$ cat config.mk
export PLATFORM = sky130hd
export DESIGN_NAME = mbet_ctrl
export DESIGN_NICKNAME = d
export VERILOG_FILES = /design/src/rtl/core/mbet_pkg.sv /design/src/rtl/core/mbet_ctrl.sv
export SDC_FILE = /design/constraint.sdc
export NUM_CORES = 1
export LEC_CHECK = 0
export BUFFER_PORTS_ARGS = -buffer_cell sky130_fd_sc_hd__clkbuf_2
export CAP_MARGIN = 5
export CORE_AREA = 10 10 47 49
export DETAILED_ROUTE_END_ITERATION = 10
export DIE_AREA = 0 0 57 59
export SLEW_MARGIN = 20
export SYNTH_ARGS = -nofsm -noshare
export SYNTH_HDL_FRONTEND = slang
export SYNTH_SLANG_ARGS = --single-unit
$ cat constraint.sdc
create_clock -name clk_i -period 1.8 [get_ports clk_i]
set_clock_uncertainty 0.2 [all_clocks]
set_input_delay 0.09 -clock clk_i [delete_from_list [all_inputs] [get_ports clk_i]]
set_output_delay 0.09 -clock clk_i [all_outputs]
set_load 0.02 [all_outputs]
$ cat src/rtl/core/mbet_pkg.sv
// ----------------------------------------------------------------------------
// Mandelbrot escape-time pixel package
// Shared constants, command and status types, controller states and the
// saturation helper used by the escape-time datapath.
// ----------------------------------------------------------------------------
package mbet_pkg;

  // Frame and iteration constants.
  localparam int WIDTH     = 1024;
  localparam int HEIGHT    = 768;
  localparam int MAX_ITER  = 256;
  localparam int FRAC_BITS = 28;

  // Field widths.
  localparam int POS_W   = 10;
  localparam int COORD_W = 32;
  localparam int STEP_W  = 31;
  localparam int LIMIT_W = 36;
  localparam int COUNT_W = 9;
  localparam int SHADE_W = 8;

  // Internal widths.
  localparam int ITER_W  = $clog2(MAX_ITER + 1);
  localparam int TWICE_W = 14;
  localparam int MAP_W   = TWICE_W + COORD_W;
  localparam int PROD_W  = 2 * COORD_W;
  localparam int LEVEL_W = 8;
  localparam int SQ_W    = 2 * LEVEL_W;
  localparam int BIT_W   = $clog2(LEVEL_W);

  // Shade level I is floor(sqrt(SHADE_SCALE * N / MAX_ITER)).
  localparam longint SHADE_SCALE = 65025;
  localparam int     CMP_W       = $clog2(64'(SHADE_SCALE) * 64'(MAX_ITER)) + 1;
  localparam logic [SHADE_W-1:0] SHADE_NONE = 8'd0;
  localparam logic [SHADE_W-1:0] SHADE_LOW  = 8'd64;
  localparam logic [SHADE_W-1:0] SHADE_HIGH = 8'd192;

  // Saturation bounds of a coordinate.
  localparam longint COORD_MAX = (64'sd1 <<< (COORD_W - 1)) - 64'sd1;
  localparam longint COORD_MIN = -(64'sd1 <<< (COORD_W - 1));

  // Configuration port.
  localparam int APB_ADDR_W = 5;
  localparam int APB_DATA_W = 64;

  typedef enum logic [1:0] {
    REG_CENTER_RE,
    REG_CENTER_IM,
    REG_PIXEL_STEP,
    REG_ESCAPE_LIMIT
  } reg_index_e;

  localparam logic signed [COORD_W-1:0] CENTER_RE_RST    = -32'sd134217728;
  localparam logic signed [COORD_W-1:0] CENTER_IM_RST    = 32'sd0;
  localparam logic [STEP_W-1:0]         PIXEL_STEP_RST   = 31'd786432;
  localparam logic [LIMIT_W-1:0]        ESCAPE_LIMIT_RST = 36'd26843545600;

  typedef enum logic [3:0] {
    ST_IDLE,
    ST_MAP_MUL,
    ST_MAP_ADD,
    ST_IT_MUL,
    ST_IT_UPD,
    ST_SHADE_LIM,
    ST_SHADE_SQ,
    ST_SHADE_CMP,
    ST_RESULT
  } ctrl_state_e;

  typedef struct packed {
    logic capture;
    logic map_mul;
    logic map_add;
    logic it_mul;
    logic it_upd;
    logic shade_init;
    logic shade_sq;
    logic shade_cmp;
    logic out_load;
  } dp_cmd_t;

  typedef struct packed {
    logic iter_max;
    logic escape;
    logic bit_last;
  } dp_status_t;

  function automatic logic signed [COORD_W-1:0] sat_coord(input logic signed [63:0] v);
    logic signed [COORD_W-1:0] r;
    if (v > COORD_MAX) begin
      r = COORD_W'(COORD_MAX);
    end else if (v < COORD_MIN) begin
      r = COORD_W'(COORD_MIN);
    end else begin
      r = v[COORD_W-1:0];
    end
    return r;
  endfunction

endpackage

$ cat src/rtl/core/mbet_ctrl.sv
// ----------------------------------------------------------------------------
// Mandelbrot escape-time controller
// Sequences mapping, iteration, shading and result hand-off, and keeps the
// valid flag of the result register.
// ----------------------------------------------------------------------------
module mbet_ctrl (
  input  logic                  clk_i,
  input  logic                  rst_ni,
  input  logic                  in_valid_i,
  output logic                  in_ready_o,
  input  logic                  out_ready_i,
  output logic                  out_valid_o,
  input  mbet_pkg::dp_status_t  status_i,
  output mbet_pkg::dp_cmd_t     cmd_o
);
  import mbet_pkg::*;

  ctrl_state_e state_q, state_d;
  logic        out_valid_q, out_valid_d;

  always_ff @(posedge clk_i or negedge rst_ni) begin
    if (!rst_ni) begin
      state_q     <= ST_IDLE;
      out_valid_q <= 1'b0;
    end else begin
      state_q     <= state_d;
      out_valid_q <= out_valid_d;
    end
  end

  always_comb begin
    state_d    = state_q;
    cmd_o      = '0;
    in_ready_o = 1'b0;
    unique case (state_q)
      ST_IDLE: begin
        in_ready_o = 1'b1;
        if (in_valid_i) begin
          cmd_o.capture = 1'b1;
          state_d       = ST_MAP_MUL;
        end
      end
      ST_MAP_MUL: begin
        cmd_o.map_mul = 1'b1;
        state_d       = ST_MAP_ADD;
      end
      ST_MAP_ADD: begin
        cmd_o.map_add = 1'b1;
        state_d       = ST_IT_MUL;
      end
      ST_IT_MUL: begin
        // The step limit is checked before the next squaring.
        if (status_i.iter_max) begin
          state_d = ST_RESULT;
        end else begin
          cmd_o.it_mul = 1'b1;
          state_d      = ST_IT_UPD;
        end
      end
      ST_IT_UPD: begin
        if (status_i.escape) begin
          state_d = ST_SHADE_LIM;
        end else begin
          cmd_o.it_upd = 1'b1;
          state_d      = ST_IT_MUL;
        end
      end
      ST_SHADE_LIM: begin
        cmd_o.shade_init = 1'b1;
        state_d          = ST_SHADE_SQ;
      end
      ST_SHADE_SQ: begin
        cmd_o.shade_sq = 1'b1;
        state_d        = ST_SHADE_CMP;
      end
      ST_SHADE_CMP: begin
        cmd_o.shade_cmp = 1'b1;
        state_d         = status_i.bit_last ? ST_RESULT : ST_SHADE_SQ;
      end
      ST_RESULT: begin
        if (!out_valid_q || out_ready_i) begin
          cmd_o.out_load = 1'b1;
          state_d        = ST_IDLE;
        end
      end
      default: begin
        state_d = ST_IDLE;
      end
    endcase
  end

  always_comb begin
    if (cmd_o.out_load) begin
      out_valid_d = 1'b1;
    end else if (out_ready_i) begin
      out_valid_d = 1'b0;
    end else begin
      out_valid_d = out_valid_q;
    end
  end

  assign out_valid_o = out_valid_q;

endmodule

Word level (Yosys, flattened, before mapping)
Cells that the tools add are included.

cells by class
  equal/unequal tests = 10
  mux-type cells = 22
  reductions and logical operators = 5

operator list
  cell                count
  $pmux 4 s9          1
  $eq 4x3->1 const B  4
  $mux 1              16
  $mux 4              4
  $eq 4x2->1 const B  2
  $eq 4x1->1 const B  1
  $eq 4x4->1 const B  1
  $logic_not 4->1     1
  $ne 2x2->1 const B  2
  $mux 3              1
  $reduce_and 2->1    1
  $reduce_bool 2->1   1
  $logic_not 1->1     1
  $logic_or 1x1->1    1

word-level totals
  flip-flop bits (word level) = 5
  logic and storage cells = 39

Logic depth before layout (Yosys ltp)
Gate-level depths: netlist of run 1.

  depth in word-level cells = 5
  depth in mapped cells = 4
  depth with buffers taken out = 2

Worst setup path after synthesis of run 1
Ideal clock, no wire load.

  path kind = register to output
  from = register state_q[0]
  to = output cmd_o[8] in the netlist's numbering
  arrival = 1,422 ps
  required time = 1,510 ps
  path slack = 88 ps
  stages on the path, launching flop included = 4
  buffers on the path = 1
  cell sequence = dfrtp_1 > buf_2 > nor4_2 > and2_1

RTL lines
  element                 line             text
  start, declared         mbet_ctrl.sv:18  ctrl_state_e state_q, state_d;
  start signal, assigned  mbet_ctrl.sv:26  state_q <= state_d;
  end, declared           mbet_ctrl.sv:14  output mbet_pkg::dp_cmd_t cmd_o

==> results_dict.tcl, run 1 <==
set metrics [dict create \
    core_um2 1400 \
    synthTopCellsByArea "dfrtp_1, nand2b_1, nor2_1" \
    vias 394 \
    cts_tree "built" \
    setup_slack_ns 0.0602 \
    grt_pass1_vias 418 \
    fin_nets 79 \
    grt-ovfl-total 0 \
    setup_tns_ns 0 \
    wl_mm 1.04 \
    setup.worst_path.end_class "output port" \
    syn_nets 47 \
    pre_cts_ws_ns 0.210 \
    powerDensity_nw_per_um2 1520 \
    synth_top_area_share_pct 35.3 \
    start_util_pct 25.3 \
    rows 14 \
    slew_violations 0 \
    cap_violations 0 \
    fmax_mhz 575 \
    die_y_um 59 \
    ys_seq_area_share_pct 35.3 \
    firstDrtPassIters 2 \
    io_pins 18 \
    leakagePower_nw 0.294 \
    drive_gt1_share_pct 43.7 \
    cp-start-kind "register" \
    antenna_left 0 \
    critical_path.max_fanout 6 \
    fin_area_um2 592 \
    grt_max_degree 11 \
    worstPathRequired_ns 1.51 \
    hold_class "reg2reg" \
    min_period_ns 1.74 \
    synth.yosys.warnings 0 \
    die_w_um 57 \
    port_buffers 17 \
    fin_cells 87 \
    tightest_slew_ns 0.267 \
    clk_latency_ns 0.25 \
    hpwl_um 752 \
    drtIter0Drc 2 \
    drc 0 \
    htree_levels 1 \
    slew_headroom_pct 82.1 \
    hold_viol 0 \
    placed_area_um2 448 \
    dieArea_um2 3360 \
    gp_congestion 0.672 \
    outcome "completed" \
    synth_area_per_cell_um2 8.85 \
    cts_buffers 3 \
    final-setup-viol-count 0 \
    rsz0062_at_grt "false" \
    antenna_cells 0 \
    cts_root_buffer "clkbuf_4" \
    vias_per_cell 4.53 \
    synth_area_um2 354 \
    grt_antenna_before_repair 0 \
    period_share_pct 96.7 \
    worstPathArrival_ns 1.45 \
    holdWs_ns 0.291 \
    fillers 153 \
    track_usage_pct 6.77 \
    cts_buffer_depth 2 \
    area_growth_syn_to_layout_pct 67.1 \
    syn_inst 40 \
    irDropWorstVdd_v 0.000739 \
    synthDistinctLibCells 19 \
    grt_pass1_wl_mm 1.77 \
    cts.sinks 5 \
    place_inst 71 \
    cts.clk_slew.worst_paths_ns 0.04 \
    wl_per_cell_um 12.0 \
    yosysTopAreaCell "dfrtp_1" \
    path_class "reg2out" \
    synth-seq-cells 5 \
]
## layout make-up
type                    count  area, um^2  area share, %
multi-input cells          29         200           33.8
repair buffers             32         215           36.4
inverters                   1        3.75          0.634
clock buffers               4        26.3           4.44
flip-flops and latches      5         126           21.4
well taps                  16        20.0           3.38
## sequential cells by signal, summed over array words and instances, names as in the netlist
register	flops
state_q	4
out_valid_o	1
## logic make-up after synthesis
group | after synthesis | share of synthesized area, %
and+or+nand+nor | 24 | 41.7
AOI/OAI and AO/OA | 4 | 9.54
buffers and inverters | 6 | 10.6
muxes | 1 | 2.83
DFF | 5 | 35.3
## final timing paths
| check | startpoint | end | slack, ns | cells past startpoint |
|---|---|---|---|---|
| worst min-delay path | state_q[3]$_DFFE_PN0P_ | state_q[0]$_DFFE_PN0P_ | 0.29 | 1 |
| min in group asynchronous | rst_ni | state_q[2]$_DFFE_PN0P_ | 0.55 | 3 |
| max in group asynchronous | rst_ni | state_q[3]$_DFFE_PN0P_ | 0.64 | 3 |
| worst min register to register | state_q[3]$_DFFE_PN0P_ | state_q[0]$_DFFE_PN0P_ | 0.29 | 1 |
| worst max-delay path | state_q[3]$_DFFE_PN0P_ | cmd_o[8] | 0.06 | 4 |
| worst max register to register | state_q[0]$_DFFE_PN0P_ | state_q[3]$_DFFE_PN0P_ | 0.40 | 2 |
## metal layers
layer	vias up	global-route usage (%)	wire, um
li1	199	-	-
met1	177	6.50	425
met2	14	10.4	506
met3	4	1.72	65
met4	0	9.06	43
met5	-	0	0
## worst max-delay path, cell delays in order, from the launching register on
cell and delay [ns]:
dfrtp_2 0.43, buf_4 0.15, nor4_4 0.31, and2_1 0.16
buf_2 0.16
## timing repair
item | in CTS | in global routing
hold buffers | 7 | 0
resized for setup | 1 | 3
endpoints found under the setup margin | 1 | 2
pin swaps | 0 | 1
endpoints found under the hold margin | 10 | 0
buffers inserted | 0 | 5
## metrics by stage
| stage | total power [mW] | utilization (%) |
|---|---|---|
| final | 0.899 | 42.2 |
| after floorplan | 0.552 | - |
| after CTS | 0.832 | 38.9 |
| after global placement | 0.674 | 32.0 |
| after detailed placement | 0.680 | 32.0 |
| after global routing | 0.968 | 42.2 |
## Yosys cell counts
master / number
mux2i_1: 1
nand2b_1: 6
a221oi_1: 1
and2_1: 2
nand2_1: 2
nand4bb_1: 1
buf_4: 1
dfrtp_1: 5
nor2_1: 5
o32ai_1: 2
nor2b_1: 2
and3_1: 1
nor3_1: 3
buf_6: 1
nor4_2: 1
inv_1: 1
buf_2: 3
a211oi_1: 1
or4b_4: 1
## placed cells by master (no fill, tap or decap), types with 2 or more instances in the layout
cell,count
nor2b_1,2
dfrtp_1,4
buf_4,8
dlygate4sd3_1,7
nand2b_1,6
nor3_1,3
clkbuf_4,3
clkbuf_2,15
nand2_1,2
buf_2,2
nor2_1,5
o32ai_1,2
and2_1,2
## report_power, final
part	total [mW]	internal, mW	switching, mW	leakage (nW)
Clock	0.134	0.0840	0.0496	0.0150
Combinational	0.578	0.259	0.319	0.217
Sequential	0.187	0.159	0.0278	0.0622
Total	0.899	0.503	0.396	0.294
Power figures use the tool's default switching activity.
==> run 2, diff against run 1 <==
--- a/config.mk
+++ b/config.mk
@@ -7,9 +7,13 @@
 export LEC_CHECK = 0
 export BUFFER_PORTS_ARGS = -buffer_cell sky130_fd_sc_hd__clkbuf_2
 export CAP_MARGIN = 5
+export CELL_PAD_IN_SITES_DETAIL_PLACEMENT = 0
+export CELL_PAD_IN_SITES_GLOBAL_PLACEMENT = 1
 export CORE_AREA = 10 10 47 49
 export DETAILED_ROUTE_END_ITERATION = 10
 export DIE_AREA = 0 0 57 59
+export PLACE_DENSITY_LB_ADDON = 0.1
+export SETUP_SLACK_MARGIN = 0.15
 export SLEW_MARGIN = 20
 export SYNTH_ARGS = -nofsm -noshare
 export SYNTH_HDL_FRONTEND = slang
==> run 2 against run 1 <==
- first-iteration DRC count stayed put
- largest power group unchanged
- count of clock-buffer cells in the layout unchanged
- combinational power grew 12%
- highest routed layer unchanged
==> results_dict.tcl, run 2 (synthesized netlist as in run 1, its figures left out) <==
set metrics [dict create \
    setup_slack_ns 0.0974 \
    min_period_ns 1.70 \
    fin_area_um2 646 \
    start_util_pct 25.3 \
    fin_nets 79 \
    cts_buffers 3 \
    largest_register "state_q" \
    crit_path_start "state_q[1]$_DFFE_PN0P_" \
    firstDrtPassIters 3 \
    path_class "reg2out" \
    final_cell_mix "buf_4, clkbuf_2, dlygate4sd3_1" \
    drc 0 \
    cp-start-kind "register" \
    rsz0062_at_grt "true" \
    wl_per_cell_um 13.1 \
    critical_path.max_fanout 2 \
    r2r-end "state_q[3]$_DFFE_PN0P_" \
    r2r_start "state_q[1]$_DFFE_PN0P_" \
    final_common_cell "buf_4" \
    setup.worst_path.end_class "output port" \
    cp_num_buf_inv 1 \
    io_pins 18 \
    antenna_left 0 \
    rows 14 \
    drive_gt1_share_pct 49.3 \
    grt_antenna_before_repair 0 \
    core_um2 1400 \
    slew_headroom_pct 84.0 \
    hold_class "reg2reg" \
    cts.clk_slew.worst_paths_ns 0.04 \
    slew_violations 0 \
    wl_mm 1.14 \
    critPathCapture "cmd_o[0]" \
    fin_cells 87 \
    cts_buffer_depth 2 \
    setup_tns_ns 0 \
    leakagePower_nw 0.316 \
    cts_tree "built" \
    worst_path_max_delay_cell "or4b_4" \
    hpwl_um 852 \
    irDropWorstVdd_v 0.000735 \
    r2r_cells 3 \
    multiInputGateArea_um2 223 \
    largest_register_ff_count 4 \
    place_inst 72 \
    worstPathRequired_ns 1.51 \
    track_usage_pct 7.20 \
    outcome "completed" \
    die_w_um 57 \
    cp_cell_sequence "or4b_4, nor2b_4, buf_6" \
    worstPathArrival_ns 1.41 \
    crit_family "simple AND/OR/NAND/NOR gates" \
    grt_max_degree 11 \
    hold_viol 0 \
    fmax_mhz 587 \
    placed_area_um2 464 \
    drtIter0Drc 2 \
    grt-ovfl-total 0 \
    vias_per_cell 4.63 \
    gp_congestion 0.799 \
    cap_violations 0 \
    clk_latency_ns 0.24 \
    area_growth_syn_to_layout_pct 82.3 \
    period_share_pct 94.6 \
    die_y_um 59 \
    cts_root_buffer "clkbuf_4" \
    antenna_cells 0 \
    path_depth 3 \
    finalPower_mw 0.964 \
    cpPeakStageDelay_ns 0.54 \
    powerDensity_nw_per_um2 1490 \
    dieArea_um2 3360 \
    final-setup-viol-count 0 \
    seq_area_um2 125 \
    vias 403 \
    grt_pass1_wl_mm 1.88 \
    tightest_slew_ns 0.240 \
    htree_levels 1 \
    pre_cts_ws_ns 0.282 \
    fillers 138 \
    cts.sinks 5 \
    port_buffers 17 \
    ff2ff_setup_slack_ns 0.29 \
    grt_pass1_vias 436 \
]
[run 2: cell types whose count changed in the layout (fill, tap and decap cells not counted), moves of 2 or more]
cell      change
buf_4         +2
buf_6         +3
clkbuf_2      -7
nor3_1        -2
nor3_2        +2
[run 2: final cells by class]
type,count,area share [%]
Clock buffer,4,4.07
Inverter,1,0.581
Multi-Input combinational cell,29,34.5
Sequential cell,5,19.4
Tap cell,16,3.10
Timing Repair Buffer,32,38.4
[run 2: how the worst min path moves through the flow]
stage                                       from  slack, ns                       to  cells past startpoint
after CTS                 state_q[3]$_DFFE_PN0P_       0.31   state_q[3]$_DFFE_PN0P_                      1
final                     state_q[3]$_DFFE_PN0P_       0.30   state_q[3]$_DFFE_PN0P_                      1
after detailed placement                  rst_ni      -0.29   state_q[3]$_DFFE_PN0P_                      1
after global placement                    rst_ni      -0.29  out_valid_o$_DFFE_PN0P_                      1
after floorplan                           rst_ni      -0.41  out_valid_o$_DFFE_PN0P_                      0
after global routing      state_q[3]$_DFFE_PN0P_       0.32   state_q[3]$_DFFE_PN0P_                      1
[run 2: layer usage]
metal	GRT usage (%)	wire length, um	vias to the layer above
met3	1.72	31	2
met5	0	0	-
met4	8.05	23	0
met2	11.5	605	11
li1	-	-	199
met1	7.21	480	191
[run 2: power breakdown]
part	internal [mW]	switching (mW)	leakage [nW]
Sequential	0.158	0.0299	0.0637
Combinational	0.303	0.345	0.237
Clock	0.0837	0.0435	0.0150
[run 2: stage by stage]
stage	utilization, %	hold WS [ns]
floorplan	-	-0.406
global placement	33.1	-0.291
detailed placement	33.1	-0.285
CTS	43.0	0.306
global route	46.1	0.325
finish	46.1	0.304
[run 2: timing repair]
action                                  CTS  global route
endpoints found under the hold margin    10             0
endpoints found under the setup margin    3             9
hold buffers                              7             0
setup buffers                             3             1
pin swaps                                 3             3
resized for setup                         5            19
==> run 3, diff against run 2 <==
--- a/config.mk
+++ b/config.mk
@@ -5,13 +5,13 @@
 export SDC_FILE = /design/constraint.sdc
 export NUM_CORES = 1
 export LEC_CHECK = 0
-export BUFFER_PORTS_ARGS = -buffer_cell sky130_fd_sc_hd__clkbuf_2
 export CAP_MARGIN = 5
 export CELL_PAD_IN_SITES_DETAIL_PLACEMENT = 0
 export CELL_PAD_IN_SITES_GLOBAL_PLACEMENT = 1
 export CORE_AREA = 10 10 47 49
 export DETAILED_ROUTE_END_ITERATION = 10
 export DIE_AREA = 0 0 57 59
+export DONT_BUFFER_PORTS = 1
 export PLACE_DENSITY_LB_ADDON = 0.1
 export SETUP_SLACK_MARGIN = 0.15
 export SLEW_MARGIN = 20
==> run 3 against run 2 <==
- combinational power is essentially flat
- final area shrank 6.8%
- sequential share of layout area grew 1.6 points
==> results_dict.tcl, run 3 (synthesized netlist as in run 1, its figures left out) <==
set metrics [dict create \
    grt_antenna_before_repair 0 \
    path_class "reg2out" \
    critical_path.max_fanout 2 \
    final-setup-viol-count 0 \
    gp_congestion 0.738 \
    drive_gt1_share_pct 51.7 \
    crit_family "simple AND/OR/NAND/NOR gates" \
    leakagePower_nw 0.257 \
    cp_cell_sequence "or4b_4, nor2b_4, buf_6" \
    wl_mm 1.08 \
    slew_violations 0 \
    area_growth_syn_to_layout_pct 70.0 \
    comb_power_share_pct 66.0 \
    grt_pass1_wl_mm 1.80 \
    wl_per_cell_um 14.6 \
    clk_latency_ns 0.24 \
    grt-ovfl-total 0 \
    outcome "completed" \
    min_period_ns 1.72 \
    cts.clk_slew.worst_paths_ns 0.04 \
    htree_levels 1 \
    track_usage_pct 6.38 \
    hold_viol 0 \
    vias_per_cell 4.84 \
    p_sw_share_pct 46.0 \
    cts.sinks 5 \
    seqPwrFrac_pct 20.6 \
    p_int_mw 0.531 \
    core_um2 1400 \
    fin_nets 66 \
    start_util_pct 25.3 \
    setup_slack_ns 0.0828 \
    cp-start-kind "register" \
    cts_buffer_depth 2 \
    firstDrtPassIters 4 \
    hpwl_um 788 \
    tightest_slew_ns 0.274 \
    worstPathArrival_ns 1.43 \
    die_w_um 57 \
    powerDensity_nw_per_um2 1640 \
    worstPathRequired_ns 1.51 \
    cts_root_buffer "clkbuf_4" \
    io_pins 18 \
    period_share_pct 95.4 \
    cp_num_buf_inv 1 \
    antenna_left 0 \
    largest_register_ff_count 4 \
    largest_register "state_q" \
    grt_pass1_vias 425 \
    irDropWorstVdd_v 0.000803 \
    setup.worst_path.end_class "output port" \
    port_buffers 0 \
    grt_max_degree 11 \
    setup_tns_ns 0 \
    fmax_mhz 582 \
    antenna_cells 0 \
    pre_cts_ws_ns 0.223 \
    dieArea_um2 3360 \
    rsz0062_at_grt "true" \
    p_clk_share_pct 13.4 \
    final_common_cell "buf_4" \
    worst_path_max_delay_cell "or4b_4" \
    rows 14 \
    cap_violations 0 \
    slew_headroom_pct 81.6 \
    drc 0 \
    cts_buffers 3 \
    cts_tree "built" \
    ff2ff_setup_slack_ns 0.29 \
    cpPeakStageDelay_ns 0.56 \
    p_sw_mw 0.453 \
    vias 358 \
    hold_class "in2out" \
    drtIter0Drc 3 \
    final_cell_mix "buf_4, dlygate4sd3_1, nand2b_1, dfrtp_1" \
    die_y_um 59 \
]
==> run 3: cell types whose count changed in the layout (fill, tap and decap cells not counted), moves of 2 or more <==
cell      before  now
nor2_4         0    2
clkbuf_2       8    0
buf_2          3    0
nor2_1         4    1
==> run 3: stage by stage <==
step / total power [mW] / hold WS, ns / std cells / instance area [um^2] / util, %
final: 0.984 / 0.0314 / 74 / 602 / 42.9
after global routing: 1.06 / 0.0322 / 74 / 602 / 42.9
after CTS: 0.899 / 0.0326 / 72 / 542 / 38.7
after detailed placement: 0.690 / -0.405 / 58 / 402 / 28.7
after global placement: 0.690 / -0.405 / 58 / 402 / 28.7
after floorplan: 0.575 / -0.406 / 40 / 363 / -
==> run 3: layout make-up <==
type,instances,area [um^2]
Clock buffer,4,26.3
Fill cell,150,800
Inverter,1,3.75
Multi-Input combinational cell,29,258
Sequential cell,5,126
Tap cell,16,20.0
Timing Repair Buffer,19,168
==> run 3: worst paths after layout <==
| path | start | end | depth (start not counted) |
|---|---|---|---|
| min in group asynchronous | rst_ni | out_valid_o$_DFFE_PN0P_ | 2 |
| max in group asynchronous | rst_ni | state_q[3]$_DFFE_PN0P_ | 2 |
| hold reg to reg | state_q[3]$_DFFE_PN0P_ | state_q[3]$_DFFE_PN0P_ | 1 |
| setup reg to reg | state_q[2]$_DFFE_PN0P_ | state_q[3]$_DFFE_PN0P_ | 3 |
| setup / recovery | state_q[2]$_DFFE_PN0P_ | cmd_o[0] | 3 |
| hold / removal | status_i[2] | cmd_o[5] | 1 |
==> run 3: layer usage <==
metal | vias up | routed length, um | track usage (%)
met5 | - | 0 | 0
met4 | 0 | 21 | 4.36
met3 | 2 | 66 | 2.36
met2 | 11 | 557 | 10.9
met1 | 174 | 434 | 6.37
li1 | 171 | - | -
==> run 3: power groups by stage <==
stage | sequential [mW] | clock, mW | combinational (mW)
3_5_place_dp | 0.210 | 0 | 0.479
6_report | 0.203 | 0.132 | 0.649
4_1_cts | 0.201 | 0.135 | 0.563
5_1_grt | 0.212 | 0.146 | 0.702
3_3_place_gp | 0.209 | 0 | 0.480
2_1_floorplan | 0.178 | 0 | 0.397
==> run 3: timing repair <==
item	in CTS	in global routing
pin swaps	1	3
hold endpoints to repair	10	0
setup buffers	3	2
hold buffers	7	0
endpoints found under the setup margin	7	9
resized for setup	9	11
